`src/rtl/sid_pkg.sv`:
```
package sid_pkg;

  // Operand and result width of the divider.
  localparam int unsigned DATA_WIDTH = 32;
  // Width of the quotient bit counter, which indexes DATA_WIDTH steps.
  localparam int unsigned CNT_WIDTH  = $clog2(DATA_WIDTH);

  typedef logic [DATA_WIDTH-1:0] word_t;

  // Commands from the controller to the datapath.
  typedef struct packed {
    logic load;    // capture operands and form their magnitudes
    logic step;    // one restoring shift-subtract step
    logic finish;  // apply quotient sign and special cases, fill the result registers
  } dp_cmd_t;

  // Two's complement magnitude, read as an unsigned word.
  function automatic word_t magnitude(word_t v);
    word_t m;
    m = v[DATA_WIDTH-1] ? (~v + word_t'(1)) : v;
    return m;
  endfunction

endpackage

```
`src/rtl/sid_if.sv`:
```
interface sid_in_if import sid_pkg::*; ();
  logic  valid;
  logic  ready;
  word_t numerator;
  word_t denominator;

  modport source (output valid, output numerator, output denominator, input ready);
  modport sink   (input valid, input numerator, input denominator, output ready);
endinterface

interface sid_out_if import sid_pkg::*; ();
  logic  valid;
  logic  ready;
  word_t quotient;
  word_t leftover;

  modport source (output valid, output quotient, output leftover, input ready);
  modport sink   (input valid, input quotient, input leftover, output ready);
endinterface

```
`src/rtl/sid_datapath.sv`:
```
module sid_datapath import sid_pkg::*; (
  input  logic    clk_i,
  input  dp_cmd_t cmd_i,
  input  word_t   numerator_i,
  input  word_t   denominator_i,
  output word_t   quotient_o,
  output word_t   leftover_o
);

  word_t                 num_q, num_d;
  word_t                 div_q, div_d;
  word_t                 quo_q, quo_d;
  word_t                 rem_q, rem_d;
  logic                  neg_q, neg_d;
  word_t                 res_quo_q, res_quo_d;
  word_t                 res_rem_q, res_rem_d;
  logic [DATA_WIDTH:0]   shifted;
  logic [DATA_WIDTH:0]   trial;

  // Partial remainder shifted left by one with the next dividend bit appended.
  assign shifted = {rem_q, quo_q[DATA_WIDTH-1]};
  assign trial   = shifted - {1'b0, div_q};

  always_comb begin
    num_d     = num_q;
    div_d     = div_q;
    quo_d     = quo_q;
    rem_d     = rem_q;
    neg_d     = neg_q;
    res_quo_d = res_quo_q;
    res_rem_d = res_rem_q;
    if (cmd_i.load) begin
      num_d = numerator_i;
      div_d = magnitude(denominator_i);
      quo_d = magnitude(numerator_i);
      rem_d = '0;
      neg_d = numerator_i[DATA_WIDTH-1] ^ denominator_i[DATA_WIDTH-1];
    end
    if (cmd_i.step) begin
      if (!trial[DATA_WIDTH]) begin
        rem_d = trial[DATA_WIDTH-1:0];
        quo_d = {quo_q[DATA_WIDTH-2:0], 1'b1};
      end else begin
        rem_d = shifted[DATA_WIDTH-1:0];
        quo_d = {quo_q[DATA_WIDTH-2:0], 1'b0};
      end
    end
    if (cmd_i.finish) begin
      // A zero divisor or a dividend whose magnitude is below the divisor's returns the
      // signed dividend unchanged with a zero quotient.
      if ((div_q == '0) || (quo_q == '0)) begin
        res_quo_d = '0;
        res_rem_d = num_q;
      end else begin
        res_quo_d = neg_q ? (~quo_q + word_t'(1)) : quo_q;
        res_rem_d = rem_q;
      end
    end
  end

  always_ff @(posedge clk_i) begin
    num_q     <= num_d;
    div_q     <= div_d;
    quo_q     <= quo_d;
    rem_q     <= rem_d;
    neg_q     <= neg_d;
    res_quo_q <= res_quo_d;
    res_rem_q <= res_rem_d;
  end

  assign quotient_o = res_quo_q;
  assign leftover_o = res_rem_q;

endmodule

```
`src/rtl/sid_controller.sv`:
```
module sid_controller import sid_pkg::*; (
  input  logic    clk_i,
  input  logic    rst_ni,
  input  logic    in_valid_i,
  output logic    in_ready_o,
  output logic    out_valid_o,
  input  logic    out_ready_i,
  output dp_cmd_t cmd_o
);

  localparam logic [1:0] StIdle  = 2'd0;
  localparam logic [1:0] StBusy  = 2'd1;
  localparam logic [1:0] StFixup = 2'd2;
  localparam logic [1:0] StDone  = 2'd3;

  logic [1:0]           state_q, state_d;
  logic [CNT_WIDTH-1:0] cnt_q, cnt_d;

  always_comb begin
    state_d     = state_q;
    cnt_d       = cnt_q;
    in_ready_o  = 1'b0;
    out_valid_o = 1'b0;
    cmd_o       = '0;
    unique case (state_q)
      StIdle: begin
        in_ready_o = 1'b1;
        if (in_valid_i) begin
          cmd_o.load = 1'b1;
          cnt_d      = '0;
          state_d    = StBusy;
        end
      end
      StBusy: begin
        cmd_o.step = 1'b1;
        cnt_d      = cnt_q + CNT_WIDTH'(1);
        if (cnt_q == CNT_WIDTH'(DATA_WIDTH - 1)) begin
          state_d = StFixup;
        end
      end
      StFixup: begin
        cmd_o.finish = 1'b1;
        state_d      = StDone;
      end
      StDone: begin
        out_valid_o = 1'b1;
        if (out_ready_i) begin
          state_d = StIdle;
        end
      end
      default: begin
        state_d = StIdle;
      end
    endcase
  end

  always_ff @(posedge clk_i or negedge rst_ni) begin
    if (!rst_ni) begin
      state_q <= StIdle;
      cnt_q   <= '0;
    end else begin
      state_q <= state_d;
      cnt_q   <= cnt_d;
    end
  end

endmodule

```
`src/rtl/signed_integer_divider.sv`:
```
// Signed integer divider, one transaction at a time.
// The result is held valid until it is taken, and a new transaction is accepted only
// after that. The radix-2 restoring loop resolves one quotient bit per cycle.
// Reset: rst_ni is asynchronous and active low; it returns the controller to idle.
module signed_integer_divider import sid_pkg::*; (
  input  logic   clk_i,
  input  logic   rst_ni,
  sid_in_if.sink  in_i,
  sid_out_if.source out_o
);

  // The controller sequences the work: it takes one input transaction, runs
  // DATA_WIDTH shift-subtract steps in the datapath, then a fix-up step
  // that applies the quotient sign and the special cases, and finally holds
  // the result valid until the output transaction completes.
  dp_cmd_t cmd;

  sid_controller u_ctrl (
    .clk_i       (clk_i),
    .rst_ni      (rst_ni),
    .in_valid_i  (in_i.valid),
    .in_ready_o  (in_i.ready),
    .out_valid_o (out_o.valid),
    .out_ready_i (out_o.ready),
    .cmd_o       (cmd)
  );

  // The datapath divides the operand magnitudes. A zero divisor, and a
  // dividend whose magnitude is below the divisor's, both leave a zero
  // quotient, and then the signed dividend is returned as the remainder.
  // The most negative value divided by minus one wraps back to itself.
  sid_datapath u_dp (
    .clk_i         (clk_i),
    .cmd_i         (cmd),
    .numerator_i   (in_i.numerator),
    .denominator_i (in_i.denominator),
    .quotient_o    (out_o.quotient),
    .leftover_o    (out_o.leftover)
  );

endmodule

```
`src/flat_wrapper.sv`:
```
// flat-port wrapper written by rule: the top's interface ports become plain ports
module signed_integer_divider_flat import sid_pkg::*;
  (clk_i, rst_ni, in_i_valid, in_i_numerator, in_i_denominator, in_i_ready, out_o_valid, out_o_quotient, out_o_leftover, out_o_ready);
  sid_in_if in_i_i ();
  sid_out_if out_o_i ();
  input  logic clk_i;
  input  logic rst_ni;
  input wire logic [$bits(in_i_i.valid)-1:0] in_i_valid;
  input wire logic [$bits(in_i_i.numerator)-1:0] in_i_numerator;
  input wire logic [$bits(in_i_i.denominator)-1:0] in_i_denominator;
  output wire logic [$bits(in_i_i.ready)-1:0] in_i_ready;
  output wire logic [$bits(out_o_i.valid)-1:0] out_o_valid;
  output wire logic [$bits(out_o_i.quotient)-1:0] out_o_quotient;
  output wire logic [$bits(out_o_i.leftover)-1:0] out_o_leftover;
  input wire logic [$bits(out_o_i.ready)-1:0] out_o_ready;
  assign in_i_i.valid = in_i_valid;
  assign in_i_i.numerator = in_i_numerator;
  assign in_i_i.denominator = in_i_denominator;
  assign in_i_ready = in_i_i.ready;
  assign out_o_valid = out_o_i.valid;
  assign out_o_quotient = out_o_i.quotient;
  assign out_o_leftover = out_o_i.leftover;
  assign out_o_i.ready = out_o_ready;
  signed_integer_divider u_core (.clk_i(clk_i), .rst_ni(rst_ni), .in_i(in_i_i), .out_o(out_o_i));
endmodule
```
`config.mk`:
```
export PLATFORM = sky130hd
export DESIGN_NAME = signed_integer_divider_flat
export DESIGN_NICKNAME = d
export VERILOG_FILES = /design/src/rtl/sid_pkg.sv /design/src/rtl/sid_if.sv /design/src/rtl/sid_datapath.sv /design/src/rtl/sid_controller.sv /design/src/rtl/signed_integer_divider.sv /design/src/flat_wrapper.sv
export SDC_FILE = /design/constraint.sdc
export NUM_CORES = 1
export LEC_CHECK = 0
export ABC_AREA = 1
export BUFFER_PORTS_ARGS = -buffer_cell sky130_fd_sc_hd__clkbuf_2
export CORE_MARGIN = 4
export CORE_UTILIZATION = 65
export CTS_CLUSTER_SIZE = 20
export DETAILED_ROUTE_END_ITERATION = 12
export PLACE_DENSITY = 0.9
export SYNTH_ARGS = -nofsm -noshare
export SYNTH_HDL_FRONTEND = slang
export SYNTH_SLANG_ARGS = --single-unit
```
`constraint.sdc`:
```
create_clock -name clk_i -period 8.5 [get_ports clk_i]
set_input_delay 0.85 -clock clk_i [delete_from_list [all_inputs] [get_ports clk_i]]
set_output_delay 0.85 -clock clk_i [all_outputs]
set_load 0.02 [all_outputs]
```
==> results_dict.tcl <==
set metrics [dict create \
    r2r_end "u_core.u_dp.rem_q[21]" \
    ys.flop_type "edfxtp_1" \
    cp.depth 6 \
    final_util_pct 74.3 \
    power_density_nw_per_um2 378 \
    cts_tree "built" \
    synth_edf_count 193 \
    max-slew-margin-rel_pct 13.2 \
    cts_setup_buffers 0 \
    ys_ff_latch 200 \
    antenna_found_initial 0 \
    swShare_pct 47.2 \
    cts_hold_buffers 0 \
    cts_root_buf "clkbuf_16" \
    clk_pin_slew_ps 90 \
    num_rows 51 \
    p_sw_w 0.00262 \
    cp.arrival_ps 3790 \
    seqPwrFrac_pct 34.6 \
    dieArea_sq_um 22700 \
    cap_violations 0 \
    finalMaxSlewViolations 0 \
    async_flop_share_pct 3.50 \
    ys_warn_count 0 \
    rsz0062_at_grt "false" \
    worst_pin_slew_ps 1300 \
    reg2reg_depth 6 \
    final_cell_area_sq_um 14600 \
    critPathLaunch "u_core.u_ctrl.state_q[1]" \
    cp_slowest_cell "nand2_2" \
    reg2reg_slack_ps 4800 \
    core_sq_um 19700 \
    viasPerCell 5.65 \
    worst_setup_path_end_kind "register" \
    yosysSeqAreaShare_pct 45.2 \
    overflow 0 \
    outcome "complete, no violations" \
    place_ws_ps 4880 \
    diodes 0 \
    fp.dieH_um 151 \
    drc 0 \
    final_nets 1970 \
    netlist_instances 1742 \
    post-route-min-period_ps 3700 \
    area_delta_synth_final_pct 10.8 \
    grt_usage_pct 30.7 \
    cp-start-kind "register" \
    critPathBufInv 4 \
    cts_resized 0 \
    critPathTopFamily "buffers and inverters" \
    synthTopCellsByArea "edfxtp_1, nand2_1, inv_1, nor2_1, nand3_1" \
    placed_area_sq_um 14000 \
    synth_nets 1852 \
    hold_viol 0 \
    grt_first_pass_wirelength_um 54900 \
    netlist_top_cells_count "nand2_1, inv_1, nor2_1, edfxtp_1, nand3_1" \
    pin_count 134 \
    required_ps 8590 \
    dp_hpwl_um 26100 \
    drtIter0Drc 1687 \
    path_cells "inv_1, ha_2, buf_4, inv_1, nand2_2, buf_4" \
    setup_slack_ps 4800 \
    grt_start_max_net_pins 78 \
    yosysMostFrequentCell "nand2_1" \
    intPower_w 0.00293 \
    path_class "register to register" \
    htreeDepth 4 \
    pwr-share-clk_pct 15.0 \
    p_comb_share_pct 50.4 \
    drive_gt1_share_pct 11.8 \
    slowest_delay_ps 870 \
    cts_buffers 17 \
    syn_area_per_cell_sq_um 7.59 \
    die_x_um 151 \
    finalSetupViolCount 0 \
    initial_utilization_pct 67.0 \
    vias 12100 \
    synth.distinct_cells 45 \
    clk_path_buf_depth 2 \
    fin_skew_ps 16.1 \
    synth_top_cell_by_area "edfxtp_1" \
    gp_congestion 0.962 \
    port-buffer-count 133 \
    fin_crit_sh_pct 43.5 \
    leakage_nw 7.12 \
    setup_tns_ps 0 \
    syn_area_sq_um 13200 \
    drt_first_pass_iters 6 \
    path_max_fanout 57 \
    vdd_drop_max_v 0.000340 \
    hold_ws_ps 219 \
    wl_per_cell_um 16.0 \
    wl_um 34200 \
    crit_path_end "u_core.u_dp.rem_q[21]" \
    clock_sinks 200 \
    worstHoldPathType "primary input to async pin" \
    ant_nets 0 \
    grt_pass1_vias 11400 \
    synth_top_area_share_pct 43.9 \
    reg2reg_from "u_core.u_ctrl.state_q[1]" \
    max_freq_mhz 271 \
    worstSkewPairLatency_ps 440 \
]
[worst min path at each step]
| stage | endpoint | cells past startpoint | slack (ps) | startpoint |
|---|---|---|---|---|
| floorplan | u_core.u_ctrl.cnt_q[4] | 2 | 460 | u_core.u_ctrl.cnt_q[4] |
| global route | u_core.u_ctrl.cnt_q[4] | 1 | 220 | rst_ni |
| finish | u_core.u_ctrl.cnt_q[4] | 1 | 220 | rst_ni |
| CTS | u_core.u_ctrl.cnt_q[4] | 1 | 220 | rst_ni |
| global placement | u_core.u_ctrl.cnt_q[4] | 2 | 480 | u_core.u_ctrl.cnt_q[4] |
| detailed placement | u_core.u_ctrl.cnt_q[4] | 2 | 490 | u_core.u_ctrl.cnt_q[4] |
[layer usage]
layer | global-route usage [%] | wire length [um] | up-vias
met1 | 43.0 | 13900 | 5509
met5 | 0 | 0 | -
li1 | - | - | 5816
met3 | 4.70 | 3630 | 102
met2 | 49.3 | 15500 | 663
met4 | 10.7 | 1220 | 0
[sequential cells by signal (all words and copies together) (netlist names)]
register and flops:
u_core.u_dp.div_q 32, u_core.u_dp.leftover_o 32, u_core.u_dp.quo_q 32, u_core.u_dp.quotient_o 32, u_core.u_dp.num_q 32, u_core.u_ctrl.cnt_q 5, u_core.u_dp.neg_q 1, u_core.u_dp.rem_q 32
u_core.u_ctrl.state_q 2
[layout by cell type (no fill, tap or decap), types with 5 or more instances in the layout]
cell / instances
nor2_2: 23
nand2_4: 5
xnor2_1: 11
nand2_1: 506
clkinv_8: 5
clkbuf_2: 133
nor3_1: 21
inv_1: 285
buf_4: 5
nand4_1: 18
nand2_2: 7
edfxtp_1: 193
clkbuf_16: 17
ha_1: 39
a21oi_1: 60
o21ai_0: 77
nor2_1: 217
dfrtp_1: 7
xor2_1: 50
nand3b_1: 6
nand3_1: 138
or2_2: 5
[power groups by stage]
stage / clock, W / combinational (W) / sequential (W)
4_1_cts: 0.000829 / 0.00276 / 0.00191
3_5_place_dp: 0 / 0.00273 / 0.00193
3_3_place_gp: 0 / 0.00264 / 0.00192
5_1_grt: 0.000870 / 0.00314 / 0.00195
2_1_floorplan: 0 / 0.00196 / 0.00201
6_report: 0.000830 / 0.00279 / 0.00192
[through the flow]
step                      power, W  instances
after CTS                  0.00550       2138
after floorplan            0.00396       1742
after detailed placement   0.00466       2106
final                      0.00554       2138
after global placement     0.00456       2106
after global routing       0.00596       2138
[logic make-up after synthesis]
kind of cell / Yosys count / share of synthesized area (%)
adder cells (fa/ha/maj): 42 / 4.03
XOR/XNOR: 61 / 4.04
buffers and inverters: 327 / 9.87
AO/OA/AOI/OAI: 153 / 6.14
flip-flops: 200 / 45.2
AND/OR/NAND/NOR: 959 / 30.7
[final cells by class]
| class | count | area (sq um) |
|---|---|---|
| sequential | 200 | 5970 |
| multi-input combinational | 1215 | 5950 |
| fill | 1466 | 5070 |
| inverter | 288 | 1080 |
| timing repair buffer | 138 | 703 |
| clock buffer | 18 | 439 |
| tap | 265 | 332 |
| clock inverter | 14 | 174 |
Power figures use the tool's default switching activity.
